--- config.mk ---
export PLATFORM = sky130hd
export DESIGN_NAME = v3a_front
export DESIGN_NICKNAME = d
export VERILOG_FILES = /design/src/design/v3a_pkg.sv /design/src/design/v3a_front.sv
export SDC_FILE = /design/constraint.sdc
export NUM_CORES = 1
export LEC_CHECK = 0
export BUFFER_PORTS_ARGS = -buffer_cell sky130_fd_sc_hd__buf_2
export CAP_MARGIN = 25
export CELL_PAD_IN_SITES_DETAIL_PLACEMENT = 1
export CELL_PAD_IN_SITES_GLOBAL_PLACEMENT = 1
export CORE_AREA = 2 2 168 170
export DETAILED_ROUTE_END_ITERATION = 7
export DIE_AREA = 0 0 170 172
export PLACE_DENSITY_LB_ADDON = 0.1
export SETUP_SLACK_MARGIN = 0.5
export SLEW_MARGIN = 10
export SYNTH_ARGS = -nofsm -noshare
export SYNTH_HDL_FRONTEND = slang
export SYNTH_SLANG_ARGS = --single-unit
--- constraint.sdc ---
create_clock -name vclk -period 1.8
set_clock_uncertainty 0.15 [all_clocks]
set_input_delay 0.36 -clock vclk [all_inputs]
set_output_delay 0.36 -clock vclk [all_outputs]
set_load 0.02 [all_outputs]
--- src/design/v3a_pkg.sv ---
// Shared widths, operation codes, payload types and saturation helper for the vector ALU.
`default_nettype none

package v3a_pkg;

   localparam int FRAC_BITS   = 16;
   localparam int WORD_BITS   = 32;
   localparam int IO_BITS     = 32;
   localparam int V           = (WORD_BITS < 32) ? WORD_BITS : 32;
   localparam int F           = FRAC_BITS;
   localparam int PW          = 2 * V;
   localparam int SW          = 2 * V + 2;
   localparam int QW          = V + F;
   localparam int MW          = (SW > QW) ? SW : QW;
   localparam int RW          = V + 3;
   localparam int SQRT_STAGES = V;
   localparam int DIV_STAGES  = QW;
   localparam int SIDE_DEPTH  = SQRT_STAGES + DIV_STAGES;
   localparam int BACK_LAT    = SIDE_DEPTH + 4;
   localparam int QDEPTH      = 2;
   localparam int QAW         = $clog2(QDEPTH);
   localparam int QCW         = $clog2(QDEPTH + 1);

   localparam logic [MW-1:0] VMAX_M = MW'((64'd1 << (V - 1)) - 64'd1);
   localparam logic [MW-1:0] VMIN_M = VMAX_M + MW'(1);
   localparam logic [V-1:0]  VMAX_V = {1'b0, {(V - 1){1'b1}}};
   localparam logic [V-1:0]  VMIN_V = {1'b1, {(V - 1){1'b0}}};

   typedef enum logic [3:0] {
      MODE_NEG       = 4'd0,
      MODE_ADD       = 4'd1,
      MODE_SUB       = 4'd2,
      MODE_MUL       = 4'd3,
      MODE_SCALE     = 4'd4,
      MODE_DIV       = 4'd5,
      MODE_DIVSCALAR = 4'd6,
      MODE_DOT       = 4'd7,
      MODE_CROSS     = 4'd8,
      MODE_MAGSQ     = 4'd9,
      MODE_MAG       = 4'd10,
      MODE_UNIT      = 4'd11
   } mode_type;

   typedef enum logic [3:0] {
      OP_ZERO, OP_NEG, OP_ADD, OP_SUB, OP_MUL, OP_DIV,
      OP_DOT, OP_CROSS, OP_MAGSQ, OP_MAG, OP_UNIT
   } op_type;

   typedef struct packed {
      logic [3:0]                 mode;
      logic signed [IO_BITS-1:0]  a_x;
      logic signed [IO_BITS-1:0]  a_y;
      logic signed [IO_BITS-1:0]  a_z;
      logic signed [IO_BITS-1:0]  b_x;
      logic signed [IO_BITS-1:0]  b_y;
      logic signed [IO_BITS-1:0]  b_z;
      logic signed [IO_BITS-1:0]  factor;
   } req_type;

   typedef struct packed {
      logic signed [IO_BITS-1:0]  r_x;
      logic signed [IO_BITS-1:0]  r_y;
      logic signed [IO_BITS-1:0]  r_z;
      logic signed [IO_BITS-1:0]  r_scalar;
      logic                       saturated;
      logic                       div_zero;
   } rsp_type;

   typedef struct packed {
      op_type           op;
      logic [2:0][V-1:0] a;
      logic [2:0][V-1:0] b;
   } word_type;

   typedef struct packed {
      logic [V-1:0] val;
      logic         sat;
   } fin_type;

   function automatic fin_type fin(input logic [MW-1:0] mag, input logic neg);
      fin_type f;
      f.sat = 1'b0;
      if (!neg || mag == '0) begin
         if (mag > VMAX_M) begin
            f.sat = 1'b1;
            f.val = VMAX_V;
         end else begin
            f.val = mag[V-1:0];
         end
      end else begin
         if (mag > VMIN_M) begin
            f.sat = 1'b1;
            f.val = VMIN_V;
         end else begin
            f.val = ~mag[V-1:0] + 1'b1;
         end
      end
      return f;
   endfunction

endpackage

`default_nettype wire

--- src/design/v3a_front.sv ---
// Front end: accept a request word and classify it into an operation for the queue.
`default_nettype none

module v3a_front (
   input  wire v3a_pkg::req_type  req_data,
   input  wire                    start,
   input  wire                    full,
   output logic                   push,
   output v3a_pkg::word_type      word,
   output logic                   busy
);

   v3a_pkg::mode_type mode;

   assign mode = v3a_pkg::mode_type'(req_data.mode);
   assign busy = full;
   assign push = start && !full;

   always_comb begin
      word.a[0] = req_data.a_x[v3a_pkg::V-1:0];
      word.a[1] = req_data.a_y[v3a_pkg::V-1:0];
      word.a[2] = req_data.a_z[v3a_pkg::V-1:0];
      word.b[0] = req_data.b_x[v3a_pkg::V-1:0];
      word.b[1] = req_data.b_y[v3a_pkg::V-1:0];
      word.b[2] = req_data.b_z[v3a_pkg::V-1:0];
      word.op   = v3a_pkg::OP_ZERO;
      unique case (mode)
         v3a_pkg::MODE_NEG:   word.op = v3a_pkg::OP_NEG;
         v3a_pkg::MODE_ADD:   word.op = v3a_pkg::OP_ADD;
         v3a_pkg::MODE_SUB:   word.op = v3a_pkg::OP_SUB;
         v3a_pkg::MODE_MUL:   word.op = v3a_pkg::OP_MUL;
         v3a_pkg::MODE_DIV:   word.op = v3a_pkg::OP_DIV;
         v3a_pkg::MODE_DOT:   word.op = v3a_pkg::OP_DOT;
         v3a_pkg::MODE_CROSS: word.op = v3a_pkg::OP_CROSS;
         v3a_pkg::MODE_MAGSQ: word.op = v3a_pkg::OP_MAGSQ;
         v3a_pkg::MODE_MAG:   word.op = v3a_pkg::OP_MAG;
         v3a_pkg::MODE_UNIT:  word.op = v3a_pkg::OP_UNIT;
         v3a_pkg::MODE_SCALE, v3a_pkg::MODE_DIVSCALAR: begin
            word.op = (mode == v3a_pkg::MODE_SCALE) ? v3a_pkg::OP_MUL : v3a_pkg::OP_DIV;
            for (int i = 0; i < 3; i++) begin
               word.b[i] = req_data.factor[v3a_pkg::V-1:0];
            end
         end
         default: word.op = v3a_pkg::OP_ZERO;
      endcase
   end

endmodule

`default_nettype wire

## Word-level counts from Yosys, hierarchy flattened

Index checks and enable logic that the tools add are counted.

- Bits in registers: 0
- Input bits: 230

- Equality and inequality tests: 11
- Mux-type cells: 3
- Reductions and logical operators: 4

Operator list:

| cell | number |
|---|---|
| two-way mux 96 bit | 1 |
| case mux 4 bit (11 select lines) | 1 |
| equality test 4 x 3 -> 1 bit, second input constant | 4 |
| equality test 4 bit, second input constant | 4 |
| equality test 4 x 2 -> 1 bit, second input constant | 2 |
| equality test 4 x 1 -> 1 bit, second input constant | 1 |
| zero test 4 bit | 1 |
| OR reduction 2 bit | 1 |
| logical AND 1 bit | 1 |
| zero test 1 bit | 1 |
| two-way mux 1 bit | 1 |

## Depth between registers and ports, before layout

Gate-level depths: netlist of run 1.

- Depth in word-level cells: 3
- Depth in mapped cells: 6
- Mapped depth without buffers: 3

## Least setup slack after synthesis of run 1

No wires, ideal clock.

- Path kind: input port to output port
- From: input port req_data[224] (netlist bit)
- To: output port word[0] (netlist bit)
- Data arrival time: 1404 ps
- Path slack: -114 ps
- Stages on the path: 5
- Path buffers: 3
- Cells stage by stage: clkbuf_1 > or2_1 > buf_2 > clkbuf_1 > a21o_1

RTL lines:

| item | line | RTL |
|---|---|---|
| start, declared | v3a_front.sv:5 | `input wire v3a_pkg::req_type req_data,` |
| end, declared | v3a_front.sv:9 | `output v3a_pkg::word_type word,` |

==> results.toml, run 1 <==
[drt]
wirelength_mm = 9.86
viasPerCell = 3.05
wl_per_cell_um = 13.3
vias = 2256
route.detailed.drc = 0
ant_nets = 0
dr.pass1.iters = 4
drt_iter0_markers = 21

[global_routing]
antenna_found_initial = 2
gr-total-overflow = 0
met2_usage_pct = 12.9
grt_max_degree = 55
grt_use_met3_pct = 1.30
grt_busiest_layer = "met2"
grt_pass1_vias = 2252
grt_use_met1_pct = 5.05
grt_pass1_wl_mm = 13.1
grtUsageTotal_pct = 5.71

[placement]
gp_congestion = 0.681
place_area_um2 = 2940
post-place-ws_ps = -219
dp_hpwl_mm = 8.58
io_buffers = 236

[final_layout]
layout_commonest_cell = "buf_2"
layout_common_cells = "203 x buf_2, 83 x a21o_1, 32 x and2_4, 31 x buf_6, 13 x a21o_4"
seq_cells = 0
fin_area_um2 = 3260
fin_nets = 625
nFillCells = 3345
n_clock_buffer = 0
regArea_um2 = 0
drive_gt1_share_pct = 77.1
num_antenna_cells = 0
area_growth_syn_to_layout_pct = 75.1

[floorplanning]
die-area_um2 = 29200
chipWidth_um = 170
fp-row-count = 61
die_y_um = 172
ios = 428
core_area_um2 = 27500
start_util_pct = 6.78

[status]
status = "finished with violations"
violations = "negative setup slack"

[pwr]
ir_worst_vdd_v = 0.0000821
combPwrFrac_pct = 100.0
power_frac_seq_pct = 0
p_sw_share_pct = 50.3
cellPowerDensity_nw_per_um2 = 294
internal-power_w = 0.000475
switchingPower_w = 0.000482
pwr-share-clk_pct = 0
power.leakage_nw = 1.99

[setup_path]
critPathRequiredTime_ps = 1290
critical_path_class = "primary input to primary output"
endpoint_kind = "primary output"
startpoint_type = "primary input"
cp.arrival_ps = 1470
path_max_fanout = 54

[timing]
fin_crit_sh_pct = 110
period_needed_ps = 1980
drv_slew = 0
rsz0062_at_grt = "yes"
setup_viol = 96
slew_headroom_pct = 82.7
worst_slew_pin_slew_ps = 260
fin_ws_ps = -178
finalHoldViolations = 0
fmax_mhz = 505

[run]
cap_violations = 0

[synth]
synthesis.nets = 487
ys_types = 20
yosysWarnings = 0
seq_area_frac_synth_pct = 0
avgSynthCellArea_um2 = 7.24
syn-cell-area_um2 = 1860
syn_inst = 257

[hold_path]
whs_path_depth = 0
min_delay_worst_endpoint = "word[109]"
hold_path_class = "primary input to primary output"
worst_hold_startpoint = "req_data[205]"

[clocking]
ctsHoldBuffers = 0
kinds of logic (layout without fill, tap and decap cells):
family	after synthesis	after routing	synth area share (%)
buf+inv	113	249	44.6
compound gates	102	102	40.7
simple gates	40	40	13.8
xor+xnor	2	2	0.941
metal layers:
layer	routed length, µm	up-vias
met5	36	-
met4	113	4
met3	821	28
li1	-	1036
met1	2960	1057
met2	5920	131
per-stage QoR:
step	power, W	TNS (ps)	hold slack (ps)	cells	utilization, %
CTS	0.000975	-13570	570	738	11.8
detailed placement	0.000866	-17490	570	736	10.7
global route	0.00102	-16390	570	739	11.9
global placement	0.000874	-17230	570	736	10.7
finish	0.000957	-13300	570	739	11.9
floorplan	0.000818	-1360	648	257	-
how the worst max path moves through the flow:
stage             startpoint       end  slack [ps]  depth (start not counted)
6_report       req_data[227]  word[86]        -180                          6
3_5_place_dp   req_data[227]  word[86]        -220                          6
2_1_floorplan  req_data[227]  word[10]         -30                          6
5_1_grt        req_data[227]  word[86]        -210                          6
3_3_place_gp   req_data[227]  word[86]        -220                          6
4_1_cts        req_data[227]  word[86]        -180                          6
cell usage after synthesis:
master	instances	area [µm²]
a21o_1	96	721
a21oi_1	1	5.00
and2_1	32	200
buf_2	3	15.0
buf_4	97	728
buf_6	5	56.3
clkbuf_1	7	26.3
inv_1	1	3.75
nand2_1	1	3.75
nand2b_1	1	6.26
nand2b_4	1	13.8
nor2_1	2	7.51
nor2b_1	1	6.26
nor3b_2	1	12.5
o21a_1	1	7.51
o21ai_0	2	10.0
o22ai_1	1	6.26
o32ai_1	1	8.76
or2_1	1	6.26
xnor2_1	2	17.5
timing repair:
| item | CTS | global route |
|---|---|---|
| gates resized for setup | 82 | 2 |
| buffers inserted | 2 | 1 |
| pin swaps | 6 | 6 |
| setup endpoints to repair | 100 | 101 |
layout make-up:
class | count | area (µm²) | area share, %
tap | 346 | 433 | 13.3
inverter | 1 | 3.75 | 0.115
timing repair buffer | 248 | 1540 | 47.2
multi-input combinational | 144 | 1280 | 39.4
power groups by stage:
stage               clock [W]  combinational, W  sequential, W
global placement            0          0.000874              0
global route                0           0.00102              0
CTS                         0          0.000975              0
floorplan                   0          0.000818              0
finish                      0          0.000957              0
detailed placement          0          0.000866              0
critical path: stages:
cell      delay [ps]
buf_8            100
nand2b_4         130
or2_4            270
buf_12           180
a21o_1           220
buf_2            160
(Power assumes the default switching activity.)
==> inputs of run 2 (changes only) <==
--- a/config.mk
+++ b/config.mk
@@ -9,9 +9,9 @@
 export CAP_MARGIN = 25
 export CELL_PAD_IN_SITES_DETAIL_PLACEMENT = 1
 export CELL_PAD_IN_SITES_GLOBAL_PLACEMENT = 1
-export CORE_AREA = 2 2 168 170
+export CORE_AREA = 2 2 166 168
 export DETAILED_ROUTE_END_ITERATION = 7
-export DIE_AREA = 0 0 170 172
+export DIE_AREA = 0 0 168 170
 export PLACE_DENSITY_LB_ADDON = 0.1
 export SETUP_SLACK_MARGIN = 0.5
 export SLEW_MARGIN = 10
==> constraint.sdc (replaced) <==
create_clock -name vclk -period 1.9
set_clock_uncertainty 0.15 [all_clocks]
set_input_delay 0.38 -clock vclk [all_inputs]
set_output_delay 0.38 -clock vclk [all_outputs]
set_load 0.02 [all_outputs]
==> run 2 against run 1 <==
Net effect: the flow still finishes with violations (negative setup slack); utilization rose by 1.3 points; worst setup slack improved by 48 ps; critical path depth did not move; power rose by 3.6%; via count rose by 0.44%; global-route usage rose by 0.47 points; cell count fell by 0.41%; first-iteration DRC count rose by 9.5%; critical path type unchanged; largest cell class unchanged; highest routed layer is now met4.
==> results.toml, run 2 (synthesis gave the netlist of run 1 again) <==
[placement]
gp_congestion = 0.713
io_buffers = 236
place_area_um2 = 2930
dp.cells = 729
dp_hpwl_mm = 8.49

[hold_path]
hold_path_class = "primary input to primary output"

[floorplanning]
chipWidth_um = 168
start_util_pct = 6.99
die_y_um = 170
fp-row-count = 60
core_area_um2 = 26700
ios = 428
die-area_um2 = 28600

[global_routing]
grt_max_degree = 55
grt_pass1_vias = 2316
grt_use_met3_pct = 1.44
gr-total-overflow = 0
grt_busiest_layer = "met2"
grt_use_met1_pct = 6.32
grtUsageTotal_pct = 6.18
met2_usage_pct = 12.9
antenna_found_initial = 0
grt_pass1_wl_mm = 13.8

[run]
cap_violations = 0

[pwr]
ir_worst_vdd_v = 0.0000780
power.leakage_nw = 2.08
cellPowerDensity_nw_per_um2 = 282

[setup_path]
path_cells = "buf_8 -> nand2b_4 -> or2_4 -> buf_12 -> a21o_1 -> buf_4"
endpoint_kind = "primary output"
critical_path_class = "primary input to primary output"
path_max_fanout = 54
cp.arrival_ps = 1500
critPathRequiredTime_ps = 1370
startpoint_type = "primary input"
slowest_stage = "or2_4"
slowest_delay_ps = 270

[timing]
fin_ws_ps = -130
fmax_mhz = 493
rsz0062_at_grt = "yes"
drv_slew = 0
fin_crit_sh_pct = 107
fin_tns_setup_ps = -7990
worst_slew_pin_slew_ps = 257
period_needed_ps = 2030
setup_viol = 96
slew_headroom_pct = 82.9
finalHoldViolations = 0

[final_layout]
instances_no_fill = 736
area_growth_syn_to_layout_pct = 89.1
num_antenna_cells = 0
n_clock_buffer = 0
fin_nets = 627
layout_commonest_cell = "buf_2"
layout_common_cells = "154 x buf_2, 83 x a21o_1, 43 x buf_6, 41 x buf_4, 32 x and2_4"
seq_cells = 0
regArea_um2 = 0
drive_gt1_share_pct = 77.0
final_util_pct = 13.2
fin_area_um2 = 3520

[drt]
wl_per_cell_um = 14.3
route.detailed.drc = 0
ant_nets = 0
dr.pass1.iters = 3
vias = 2266
wirelength_mm = 10.5
drt_iter0_markers = 23
viasPerCell = 3.08

[clocking]
ctsHoldBuffers = 0

[status]
status = "finished with violations"
violations = "negative setup slack"
[run 2: changes by cell type in the layout (fill, tap and decap cells not counted), moves of 2 or more]
cell / change
clkbuf_16: +2
buf_16: +2
buf_4: +34
buf_6: +12
buf_2: -49
[run 2: metrics by stage]
step | hold slack, ps | power (W) | setup slack [ps]
after CTS | 610 | 0.000942 | -121
final | 610 | 0.000992 | -130
after detailed placement | 610 | 0.000819 | -157
after global placement | 610 | 0.000827 | -159
after global routing | 610 | 0.00106 | -160
after floorplan | 688 | 0.000774 | 25.1
[run 2: routing by layer]
metal  up-vias  share of wire [%]
met5         -                  0
met4         0               0.46
met3        10                8.3
met2       128                 56
met1      1080                 35
li1       1048                  -
[run 2: worst paths after layout]
kind	start	to	slack, ps	depth (start not counted)
worst max-delay path	req_data[227]	word[18]	-130	6
worst min-delay path	req_data[196]	word[100]	610	0
[run 2: power breakdown]
group	internal, W	switching (W)	total [W]	leakage (nW)
Clock	0	0	0	0
Sequential	0	0	0	0
Combinational	0.000519	0.000473	0.000992	2.08
[run 2: final cells by class]
cell class         count  area, µm²
fillers             3170      23100
inverters              1       3.75
multi-input cells    144       1280
well taps            341        427
repair buffers       250       1810
[run 2: worst max-delay path: cells and delay by family]
kind / cells / cell delay, ps
buffers and inverters: 3 / 440
AND/OR/NAND/NOR: 2 / 400
AO/OA/AOI/OAI: 1 / 230
[run 2: repair_timing]
action / CTS / global route
pin swaps: 6 / 9
hold endpoints to repair: 0 / 0
setup buffers: 1 / 2
gates cloned: 1 / 3
gates resized for setup: 102 / 45
setup endpoints to repair: 100 / 100
