--- config.mk ---
export PLATFORM = sky130hd
export DESIGN_NAME = v3a_queue
export DESIGN_NICKNAME = d
export VERILOG_FILES = /design/src/design/v3a_pkg.sv /design/src/design/v3a_queue.sv
export SDC_FILE = /design/constraint.sdc
export NUM_CORES = 1
export LEC_CHECK = 0
export BUFFER_PORTS_ARGS = -buffer_cell sky130_fd_sc_hd__clkbuf_2
export CAP_MARGIN = 20
export CELL_PAD_IN_SITES_DETAIL_PLACEMENT = 0
export CELL_PAD_IN_SITES_GLOBAL_PLACEMENT = 1
export CORE_AREA = 2 2 188 208
export CTS_CLUSTER_SIZE = 16
export DETAILED_ROUTE_END_ITERATION = 8
export DIE_AREA = 0 0 190 210
export PLACE_DENSITY = 0.75
export REMOVE_ABC_BUFFERS = 1
export SYNTH_ARGS = -nofsm -noshare
export SYNTH_HDL_FRONTEND = slang
export SYNTH_SLANG_ARGS = --single-unit
--- constraint.sdc ---
create_clock -name clock -period 11.8 [get_ports clock]
set_clock_uncertainty 0.1 [all_clocks]
set_input_delay 0.59 -clock clock [delete_from_list [all_inputs] [get_ports clock]]
set_output_delay 0.59 -clock clock [all_outputs]
set_load 0.05 [all_outputs]
--- src/design/v3a_pkg.sv ---
// Shared widths, operation codes, payload types and saturation helper for the vector ALU.
`default_nettype none

package v3a_pkg;

   localparam int FRAC_BITS   = 16;
   localparam int WORD_BITS   = 32;
   localparam int IO_BITS     = 32;
   localparam int V           = (WORD_BITS < 32) ? WORD_BITS : 32;
   localparam int F           = FRAC_BITS;
   localparam int PW          = 2 * V;
   localparam int SW          = 2 * V + 2;
   localparam int QW          = V + F;
   localparam int MW          = (SW > QW) ? SW : QW;
   localparam int RW          = V + 3;
   localparam int SQRT_STAGES = V;
   localparam int DIV_STAGES  = QW;
   localparam int SIDE_DEPTH  = SQRT_STAGES + DIV_STAGES;
   localparam int BACK_LAT    = SIDE_DEPTH + 4;
   localparam int QDEPTH      = 2;
   localparam int QAW         = $clog2(QDEPTH);
   localparam int QCW         = $clog2(QDEPTH + 1);

   localparam logic [MW-1:0] VMAX_M = MW'((64'd1 << (V - 1)) - 64'd1);
   localparam logic [MW-1:0] VMIN_M = VMAX_M + MW'(1);
   localparam logic [V-1:0]  VMAX_V = {1'b0, {(V - 1){1'b1}}};
   localparam logic [V-1:0]  VMIN_V = {1'b1, {(V - 1){1'b0}}};

   typedef enum logic [3:0] {
      MODE_NEG       = 4'd0,
      MODE_ADD       = 4'd1,
      MODE_SUB       = 4'd2,
      MODE_MUL       = 4'd3,
      MODE_SCALE     = 4'd4,
      MODE_DIV       = 4'd5,
      MODE_DIVSCALAR = 4'd6,
      MODE_DOT       = 4'd7,
      MODE_CROSS     = 4'd8,
      MODE_MAGSQ     = 4'd9,
      MODE_MAG       = 4'd10,
      MODE_UNIT      = 4'd11
   } mode_type;

   typedef enum logic [3:0] {
      OP_ZERO, OP_NEG, OP_ADD, OP_SUB, OP_MUL, OP_DIV,
      OP_DOT, OP_CROSS, OP_MAGSQ, OP_MAG, OP_UNIT
   } op_type;

   typedef struct packed {
      logic [3:0]                 mode;
      logic signed [IO_BITS-1:0]  a_x;
      logic signed [IO_BITS-1:0]  a_y;
      logic signed [IO_BITS-1:0]  a_z;
      logic signed [IO_BITS-1:0]  b_x;
      logic signed [IO_BITS-1:0]  b_y;
      logic signed [IO_BITS-1:0]  b_z;
      logic signed [IO_BITS-1:0]  factor;
   } req_type;

   typedef struct packed {
      logic signed [IO_BITS-1:0]  r_x;
      logic signed [IO_BITS-1:0]  r_y;
      logic signed [IO_BITS-1:0]  r_z;
      logic signed [IO_BITS-1:0]  r_scalar;
      logic                       saturated;
      logic                       div_zero;
   } rsp_type;

   typedef struct packed {
      op_type           op;
      logic [2:0][V-1:0] a;
      logic [2:0][V-1:0] b;
   } word_type;

   typedef struct packed {
      logic [V-1:0] val;
      logic         sat;
   } fin_type;

   function automatic fin_type fin(input logic [MW-1:0] mag, input logic neg);
      fin_type f;
      f.sat = 1'b0;
      if (!neg || mag == '0) begin
         if (mag > VMAX_M) begin
            f.sat = 1'b1;
            f.val = VMAX_V;
         end else begin
            f.val = mag[V-1:0];
         end
      end else begin
         if (mag > VMIN_M) begin
            f.sat = 1'b1;
            f.val = VMIN_V;
         end else begin
            f.val = ~mag[V-1:0] + 1'b1;
         end
      end
      return f;
   endfunction

endpackage

`default_nettype wire

--- src/design/v3a_queue.sv ---
// Short queue between the front end and the execution back end.
`default_nettype none

module v3a_queue (
   input  wire                      clock,
   input  wire                      reset,
   input  wire                      push,
   input  wire v3a_pkg::word_type   word_in,
   input  wire                      pop,
   output logic                     valid,
   output logic                     full,
   output v3a_pkg::word_type        word_out
);

   v3a_pkg::word_type         mem_ff [v3a_pkg::QDEPTH];
   logic [v3a_pkg::QAW-1:0]   wr_ff, wr_in, rd_ff, rd_in;
   logic [v3a_pkg::QCW-1:0]   count_ff, count_in;
   logic                      do_pop;

   assign valid    = count_ff != '0;
   assign full     = count_ff == v3a_pkg::QCW'(v3a_pkg::QDEPTH);
   assign word_out = mem_ff[rd_ff];
   assign do_pop   = pop && valid;

   always_comb begin
      wr_in    = wr_ff;
      rd_in    = rd_ff;
      count_in = count_ff;
      if (push) begin
         wr_in = (wr_ff == v3a_pkg::QAW'(v3a_pkg::QDEPTH - 1)) ? '0 : wr_ff + 1'b1;
      end
      if (do_pop) begin
         rd_in = (rd_ff == v3a_pkg::QAW'(v3a_pkg::QDEPTH - 1)) ? '0 : rd_ff + 1'b1;
      end
      priority if (push && !do_pop) begin
         count_in = count_ff + 1'b1;
      end else if (do_pop && !push) begin
         count_in = count_ff - 1'b1;
      end
   end

   always_ff @(posedge clock) begin
      if (push) begin
         mem_ff[wr_ff] <= word_in;
      end
      if (reset) begin
         wr_ff    <= '0;
         rd_ff    <= '0;
         count_ff <= '0;
      end else begin
         wr_ff    <= wr_in;
         rd_ff    <= rd_in;
         count_ff <= count_in;
      end
   end

   a_no_overflow: assert property (@(posedge clock) disable iff (reset) push |-> !full)
      else $error("queue written while full");
   a_count_range: assert property (@(posedge clock) disable iff (reset)
      count_ff <= v3a_pkg::QCW'(v3a_pkg::QDEPTH))
      else $error("queue count out of range");
   a_pop_count: assert property (@(posedge clock) disable iff (reset)
      (do_pop && !push) |=> count_ff == $past(count_ff) - 1'b1)
      else $error("queue count missed a pop");

endmodule

`default_nettype wire

# == Word-level counts from Yosys, hierarchy flattened ==
# Memory sizes are Yosys's and may differ from the RTL's. A register that Yosys moved wholly into a read port is not among the register bits.
# Cells that the tools add are included.
# Widths: inputs -> output; s select.
# word_totals
elab_cells,24
n_memories,1
regBits,4
ram_bits,392
# op_classes
n_reduce_logical,7
addsub,4
n_mux,8
eq_ne,1
# memory_table
name,depth,word_bits,rd,rd_ports_with_merged_regs,write_ports,line,rtl
mem_ff,2,196,1,1,1,v3a_queue.sv:15,v3a_pkg::word_type mem_ff [v3a_pkg::QDEPTH];
# op_table
operator,count
$mux 1,6
$mux 2,2
$reduce_bool 2->1,2
$logic_and 1x1->1,3
$add 1x1->1 const B,2
$add 2x1->2 const B,1
$eq 2x2->1 const B,1
$logic_not 1->1,2
$sub 2x1->2 const B,1

# == Depth between registers and ports, before layout ==
# Gate-level depths: netlist of the first run.
# depth
word_depth,5
mapped_depth,5

# == Worst setup path before layout of the first run ==
# OpenSTA, ideal clock, no wires.
# synth_timing
kind,in2reg
from,input port push
to,memory mem_ff[0][0] (netlist name) (enable)
cell_stages,1
n_path_buf,0
setup_time_ns,0.779
t_arrival_ns,9.043
slack_ns,1.878
path_cell_list,nor2b_1
# synth_via
elab_chain_len,2
# synth_rtl
item,line,rtl
from (decl),v3a_queue.sv:7,"input wire push,"
$mux 1,v3a_queue.sv:43,if (push) begin
$mux 1 (implied by the code),v3a_queue.sv:44,mem_ff[wr_ff] <= word_in;
to (decl),v3a_queue.sv:15,
# Every way passes these cells.

==> run_summary.xml, run 1 <==
<?xml version="1.0" encoding="UTF-8"?>
<metrics>
  <group name="final_layout">
    <metric name="area_growth_syn_to_layout" unit="%">25.6</metric>
    <metric name="area_occupied_by_multi_input_gates" unit="mm2">0.00285</metric>
    <metric name="layout.filler_cells" unit="">3173</metric>
    <metric name="layout.nets" unit="">1260</metric>
    <metric name="final-seq-area" unit="mm2">0.0119</metric>
    <metric name="drive_gt1_share" unit="%">61.1</metric>
  </group>
  <group name="place">
    <metric name="gp_congestion" unit="">0.742</metric>
    <metric name="dp.final_hpwl" unit="um">19700</metric>
    <metric name="port_buffers" unit="">397</metric>
  </group>
  <group name="timing">
    <metric name="timing.final.crit_share" unit="%">31.8</metric>
    <metric name="rsz_0062_raised_after_global_routing" unit="">false</metric>
    <metric name="timing_max_transition_violations_final" unit="">0</metric>
    <metric name="setup_viol" unit="">0</metric>
    <metric name="min_period" unit="ns">3.76</metric>
    <metric name="fmaxAchievable" unit="MHz">266</metric>
    <metric name="worst_slew_pin_slew" unit="ns">1.05</metric>
    <metric name="timing.final.hold_violations" unit="">0</metric>
    <metric name="setup-tns-final" unit="ns">0</metric>
    <metric name="timing.slew.headroom" unit="%">30.3</metric>
  </group>
  <group name="global_routing">
    <metric name="maximum_number_of_pins_on_one_net_before_global_route_repair" unit="">104</metric>
    <metric name="grt_first_pass_wirelength" unit="um">44000</metric>
    <metric name="grt_antenna_before_repair" unit="">2</metric>
    <metric name="vias_in_the_first_global_route" unit="">7702</metric>
    <metric name="groute.usage.overall" unit="%">14.5</metric>
    <metric name="grt_remaining_overflow" unit="">0</metric>
  </group>
  <group name="routing">
    <metric name="routed_wire_length" unit="um">29900</metric>
    <metric name="drt_pass1_iterations" unit="">4</metric>
    <metric name="met3_layer_wire_length_in_the_routed_design" unit="um">2180</metric>
    <metric name="wl_met2" unit="um">15600</metric>
    <metric name="total_via_count_after_detailed_routing" unit="">7314</metric>
    <metric name="drc" unit="">0</metric>
    <metric name="dr.first_iter.drc_count" unit="">397</metric>
    <metric name="route.antenna.remaining_nets" unit="">0</metric>
    <metric name="post_drt_via_cell_ratio" unit="">4.60</metric>
    <metric name="routed_wire_length_per_instance" unit="um">18.8</metric>
    <metric name="top_signal_layer_used" unit="">met5</metric>
    <metric name="wl_met1" unit="um">11200</metric>
  </group>
  <group name="setup_path">
    <metric name="crit-reg2reg-capture" unit="">mem_ff[1][57]</metric>
    <metric name="worstSetupPathType" unit="">reg2out</metric>
    <metric name="cp_data_arrival_time" unit="ns">3.07</metric>
    <metric name="critical_path.endpoint_type" unit="">output pin</metric>
    <metric name="reg2reg_slack" unit="ns">9.19</metric>
    <metric name="worstSetupEndpoint" unit="">word_out[194]</metric>
    <metric name="cp-start-kind" unit="">flip-flop</metric>
    <metric name="required_time_at_the_endpoint_of_the_critical_path" unit="ns">11.11</metric>
    <metric name="crit_fanout" unit="">103</metric>
    <metric name="regToRegStartpoint" unit="">wr_ff</metric>
    <metric name="r2r_cell_count" unit="">2</metric>
  </group>
  <group name="logic_synthesis">
    <metric name="synth.ff_latch_count" unit="">397</metric>
    <metric name="syn_area_per_cell" unit="um2">23.6</metric>
    <metric name="synth_largest_type_area_fraction" unit="%">78.8</metric>
    <metric name="ys_warn_count" unit="">0</metric>
    <metric name="netlist_instances" unit="">632</metric>
    <metric name="post-synth-top-area-cell" unit="">edfxtp_1</metric>
    <metric name="yosys.cell_types.count" unit="">16</metric>
    <metric name="synthTopCellsByArea" unit="">edfxtp_1 (79%), mux2_4 (14%), mux2_2 (4.2%)</metric>
    <metric name="post_synthesis_instance_area" unit="mm2">0.0149</metric>
    <metric name="ys_seq_area_share" unit="%">79.5</metric>
  </group>
  <group name="clocking">
    <metric name="max-clock-path-buffers" unit="">3</metric>
    <metric name="cts.repair_timing.setup_buffer_count" unit="">0</metric>
    <metric name="clk_pin_slew_worst_paths" unit="ns">0.06</metric>
    <metric name="clk_root_buffer_cell" unit="">clkbuf_16</metric>
    <metric name="ctsHtreeMaxLevel" unit="">2</metric>
    <metric name="cts_tree" unit="">yes</metric>
    <metric name="clock_sink_count" unit="">397</metric>
    <metric name="cells_resized_by_post_cts_repair" unit="">0</metric>
    <metric name="hold_fix_buffer_count_after_cts" unit="">0</metric>
    <metric name="cts_inserted_buffers" unit="">42</metric>
    <metric name="insertion_delay" unit="ns">0.52</metric>
  </group>
  <group name="job">
    <metric name="number_of_max_cap_violations" unit="">0</metric>
  </group>
  <group name="power">
    <metric name="power_per_cell_area" unit="mW/mm2">237</metric>
    <metric name="worst_vdd_drop" unit="mV">0.168</metric>
    <metric name="total_power" unit="uW">4450</metric>
    <metric name="p_leak" unit="uW">0.00734</metric>
  </group>
  <group name="hold_path">
    <metric name="hp-class" unit="">in2reg</metric>
    <metric name="worst_hold_path.num_cells" unit="">1</metric>
  </group>
  <group name="floorplanning">
    <metric name="start_util" unit="%">39.5</metric>
    <metric name="die_height" unit="um">210</metric>
    <metric name="num_io_pins" unit="">398</metric>
    <metric name="chipWidth" unit="um">190</metric>
    <metric name="floorplan.rows" unit="">75</metric>
    <metric name="fp.coreArea" unit="mm2">0.0378</metric>
    <metric name="fp.dieArea" unit="mm2">0.0399</metric>
  </group>
  <group name="status">
    <metric name="run_status" unit="">completed</metric>
  </group>
</metrics>
report_power, final:
group / internal (uW) / switching (uW) / total (uW) / leakage [uW]
logic: 471 / 997 / 1470 / 0.00296
clock network: 754 / 511 / 1270 / 0.000655
registers: 1650 / 62.7 / 1720 / 0.00372
cell usage in the layout (no fill, tap or decap), drive strengths merged:
cell	Yosys	final
clkbuf	0	449
edfxtp	392	392
mux2	196	196
clkinv	0	16
buf	22	8
dfxtp	5	5
nor2	4	4
bufinv	0	4
xor2	3	3
o21ai	2	2
nor2b	2	2
diode	0	1
or2	1	1
and2	1	1
xnor2	1	1
or3	1	1
a21oi	1	1
ha	1	1
inv	0	1
flip-flops by register name, indices dropped and copies added (netlist names), named ones only:
register  count
count_ff      2
wr_ff         1
mem_ff      392
rd_ff         1
cells by family (layout without fill, tap and decap cells):
family	count (synthesis)	count (layout)	synth area share [%]
flops	397	397	79.5
mux	196	196	18.3
buf+inv	22	478	1.45
simple gates	9	9	0.310
xor+xnor	4	4	0.235
compound gates	3	3	0.101
fa+ha+maj	1	1	0.0838
other cells	0	1	0
routing by layer:
metal,track usage (%),vias to the layer above
met5,0,-
li1,-,3391
met2,25.4,258
met4,5.83,2
met1,16.5,3601
met3,4.46,62
stage by stage:
stage	cells	worst slack [ns]	cell area [um2]	utilization [%]	hold WS (ns)
after floorplan	610	1.88	14700	-	0.366
after global placement	1514	8.63	17400	46.0	0.385
after detailed placement	1514	8.65	17400	46.0	0.390
after CTS	1587	8.06	18700	49.5	0.107
after global routing	1589	7.93	18800	49.6	0.116
final	1589	8.04	18800	49.6	0.147
Yosys cell counts:
cell and count:
mux2_4 140, mux2_2 56, o21ai_0 2, nor2b_1 2, or2_2 1, xor2_1 3, and2_1 1, nor2_1 4
ha_1 1, or3_1 1, dfxtp_1 5, buf_2 5, edfxtp_1 392, a21oi_1 1, xnor2_1 1, buf_6 17
critical path: stages (launching register included):
cell and delay [ns]:
dfxtp_4 0.93, buf_12 0.53, mux2_2 0.43, clkbuf_2 0.24
layout make-up:
cell class / count / share of cell area (%)
repair buffers: 405 / 11.1
diodes: 1 / 0.0133
multi-input cells: 213 / 15.2
well taps: 500 / 3.34
flip-flops and latches: 397 / 63.3
clock inverters: 21 / 1.13
clock buffers: 52 / 5.92
how the worst min path moves through the flow:
stage	start	to
after floorplan	count_ff[1]	count_ff[1]
after global placement	rd_ff	flip-flop
after global routing	word_in[44]	mem_ff[0][44]
after detailed placement	rd_ff	flip-flop
final	word_in[130]	mem_ff[0][130]
after CTS	word_in[120]	mem_ff[0][120]
Note: power is estimated with default switching activity, not from simulation.
==> inputs of run 2 (changes only) <==
==> constraint.sdc (replaced) <==
create_clock -name clock -period 3.82 [get_ports clock]
set_clock_uncertainty 0.1 [all_clocks]
set_input_delay 0.191 -clock clock [delete_from_list [all_inputs] [get_ports clock]]
set_output_delay 0.191 -clock clock [all_outputs]
set_load 0.05 [all_outputs]
==> run_summary.xml, run 2 (synthesis gave the netlist of run 1 again) <==
<?xml version="1.0" encoding="UTF-8"?>
<metrics>
  <group name="hold_path">
    <metric name="hp-class" unit="">in2reg</metric>
    <metric name="hold-path-endpoint" unit="">count_ff[0]</metric>
    <metric name="holdCritStartpoint" unit="">push</metric>
    <metric name="worst_hold_path.num_cells" unit="">4</metric>
  </group>
  <group name="setup_path">
    <metric name="required_time_at_the_endpoint_of_the_critical_path" unit="ns">3.53</metric>
    <metric name="crit_fanout" unit="">28</metric>
    <metric name="regToRegStartpoint" unit="">wr_ff</metric>
    <metric name="r2r_cell_count" unit="">2</metric>
    <metric name="critical_path.cell_chain" unit="">buf_4 &gt; mux2_2 &gt; clkbuf_2</metric>
    <metric name="critical_path.endpoint_type" unit="">output pin</metric>
    <metric name="crit_path_max_incr_delay" unit="ns">0.68</metric>
    <metric name="cp-start-kind" unit="">flip-flop</metric>
    <metric name="reg2reg_slack" unit="ns">1.76</metric>
    <metric name="worstSetupPathType" unit="">reg2out</metric>
    <metric name="cp_data_arrival_time" unit="ns">2.42</metric>
    <metric name="slowest_stage" unit="">dfxtp_4</metric>
    <metric name="crit-reg2reg-capture" unit="">mem_ff[1][108]</metric>
  </group>
  <group name="power">
    <metric name="cellInternalPower" unit="uW">8930</metric>
    <metric name="worst_vdd_drop" unit="mV">0.408</metric>
    <metric name="sequentialPowerShare" unit="%">38.0</metric>
    <metric name="power_switching_share" unit="%">35.3</metric>
    <metric name="power.combinational.fraction" unit="%">34.6</metric>
    <metric name="net-switching-power" unit="uW">4880</metric>
    <metric name="total_power" unit="uW">13800</metric>
    <metric name="clkPwrFrac" unit="%">27.4</metric>
    <metric name="power_per_cell_area" unit="mW/mm2">665</metric>
    <metric name="p_leak" unit="uW">0.00817</metric>
  </group>
  <group name="final_layout">
    <metric name="layout.cells.non_filler" unit="">1791</metric>
    <metric name="top_register" unit="">mem_ff</metric>
    <metric name="drive_gt1_share" unit="%">51.3</metric>
    <metric name="largest_register_ffs" unit="">392</metric>
    <metric name="biggestRegsByFlops" unit="">mem_ff x392, count_ff x2</metric>
    <metric name="final_common_cell" unit="">clkbuf_2</metric>
    <metric name="most-common-layout-cells" unit="">clkbuf_2 (397), edfxtp_1 (392), dlygate4sd3_1 (199)</metric>
    <metric name="layout.filler_cells" unit="">2978</metric>
    <metric name="finalCoreUtilization" unit="%">54.9</metric>
    <metric name="area_growth_syn_to_layout" unit="%">39.1</metric>
    <metric name="layout.nets" unit="">1462</metric>
  </group>
  <group name="timing">
    <metric name="rsz_0062_raised_after_global_routing" unit="">false</metric>
    <metric name="min_period" unit="ns">2.71</metric>
    <metric name="final.hold.worst_slack" unit="ns">0.0612</metric>
    <metric name="timing.slew.headroom" unit="%">37.4</metric>
    <metric name="worst_slew_pin_slew" unit="ns">0.940</metric>
    <metric name="setup-tns-final" unit="ns">0</metric>
    <metric name="timing.final.crit_share" unit="%">70.9</metric>
    <metric name="fmaxAchievable" unit="MHz">369</metric>
    <metric name="setup_viol" unit="">0</metric>
    <metric name="timing_max_transition_violations_final" unit="">0</metric>
    <metric name="timing.final.hold_violations" unit="">0</metric>
  </group>
  <group name="global_routing">
    <metric name="globalRouteMet2Util" unit="%">29.5</metric>
    <metric name="met3_usage" unit="%">4.11</metric>
    <metric name="grt.met1_usage" unit="%">16.6</metric>
    <metric name="groute.usage.overall" unit="%">15.7</metric>
    <metric name="maximum_number_of_pins_on_one_net_before_global_route_repair" unit="">104</metric>
    <metric name="grt_most_used_layer" unit="">met2</metric>
    <metric name="vias_in_the_first_global_route" unit="">8792</metric>
    <metric name="grt_first_pass_wirelength" unit="um">47900</metric>
    <metric name="grt_remaining_overflow" unit="">0</metric>
    <metric name="grt_antenna_before_repair" unit="">3</metric>
  </group>
  <group name="routing">
    <metric name="total_via_count_after_detailed_routing" unit="">8151</metric>
    <metric name="routed_wire_length_per_instance" unit="um">18.0</metric>
    <metric name="routed_wire_length" unit="um">32300</metric>
    <metric name="post_drt_via_cell_ratio" unit="">4.55</metric>
    <metric name="dr.first_iter.drc_count" unit="">351</metric>
    <metric name="drc" unit="">0</metric>
    <metric name="drt_pass1_iterations" unit="">4</metric>
    <metric name="route.antenna.remaining_nets" unit="">0</metric>
  </group>
  <group name="floorplanning">
    <metric name="fp.coreArea" unit="mm2">0.0378</metric>
    <metric name="chipWidth" unit="um">190</metric>
    <metric name="start_util" unit="%">39.5</metric>
    <metric name="num_io_pins" unit="">398</metric>
    <metric name="die_height" unit="um">210</metric>
    <metric name="fp.dieArea" unit="mm2">0.0399</metric>
    <metric name="floorplan.rows" unit="">75</metric>
  </group>
  <group name="clocking">
    <metric name="insertion_delay" unit="ns">0.53</metric>
    <metric name="max-clock-path-buffers" unit="">3</metric>
    <metric name="cts_inserted_buffers" unit="">41</metric>
    <metric name="clk_root_buffer_cell" unit="">clkbuf_16</metric>
    <metric name="clk_pin_slew_worst_paths" unit="ns">0.06</metric>
    <metric name="clock_sink_count" unit="">397</metric>
    <metric name="cts_tree" unit="">yes</metric>
    <metric name="ctsHtreeMaxLevel" unit="">2</metric>
  </group>
  <group name="place">
    <metric name="dp.final_hpwl" unit="um">20800</metric>
    <metric name="port_buffers" unit="">397</metric>
    <metric name="dp.cells" unit="">1519</metric>
    <metric name="gp_congestion" unit="">0.749</metric>
  </group>
  <group name="status">
    <metric name="run_status" unit="">completed</metric>
  </group>
  <group name="job">
    <metric name="number_of_max_cap_violations" unit="">0</metric>
  </group>
</metrics>
[run 2: changes by cell type in the layout (fill, tap and decap cells not counted)]
cell,change
dlygate4sd3_1,+199
clkbuf_16,-2
diode_2,+1
clkinv_1,+6
buf_4,-1
buf_12,+6
clkinv_4,-2
clkinv_2,-4
buf_16,-1
[run 2: final cells by class]
type                       instances  area [um2]  area share (%)
clock inverter                    21         196           0.946
tap                              500         626            3.01
timing repair buffer             608        4160            20.0
antenna                            2        5.00          0.0241
sequential                       397       11900            57.2
multi-input combinational        213        2850            13.7
clock buffer                      50        1060            5.10
[run 2: worst max-delay path by stage]
stage | to | slack (ns)
3_3_place_gp | word_out[2] | 1.66
3_5_place_dp | word_out[11] | 1.65
2_1_floorplan | mem_ff[0][0] | -6.03
5_1_grt | word_out[24] | 1.00
4_1_cts | word_out[11] | 1.05
6_report | word_out[24] | 1.11
[run 2: routing by layer]
metal | part of all wire, % | wire [um]
met4 | 3.0 | 961
met3 | 6.2 | 1990
met5 | 0.022 | 7
met2 | 55 | 17600
met1 | 36 | 11700
[run 2: critical path, delay by kind of cell, from the launching register on]
family / cells / cell delay [ns]
buffers and inverters: 2 / 0.76
DFF: 1 / 0.68
muxes: 1 / 0.41
[run 2: power groups by stage]
stage / combinational, uW / sequential [uW] / clock [uW]
finish: 4780 / 5250 / 3790
CTS: 4830 / 5250 / 3900
detailed placement: 4640 / 5340 / 0
floorplan: 3140 / 5560 / 0
global placement: 4630 / 5330 / 0
global route: 4970 / 5280 / 4060
[run 2: stage by stage]
stage | cell area [um2] | setup slack (ns)
after global placement | 17500 | 1.66
after global routing | 20800 | 1.00
final | 20800 | 1.11
after CTS | 20800 | 1.05
after floorplan | 14700 | -6.03
after detailed placement | 17500 | 1.65
[run 2: repair_timing]
item	CTS	global route
endpoints found under the hold margin	397	0
setup buffers	0	0
hold buffers	199	0
resized for setup	0	0
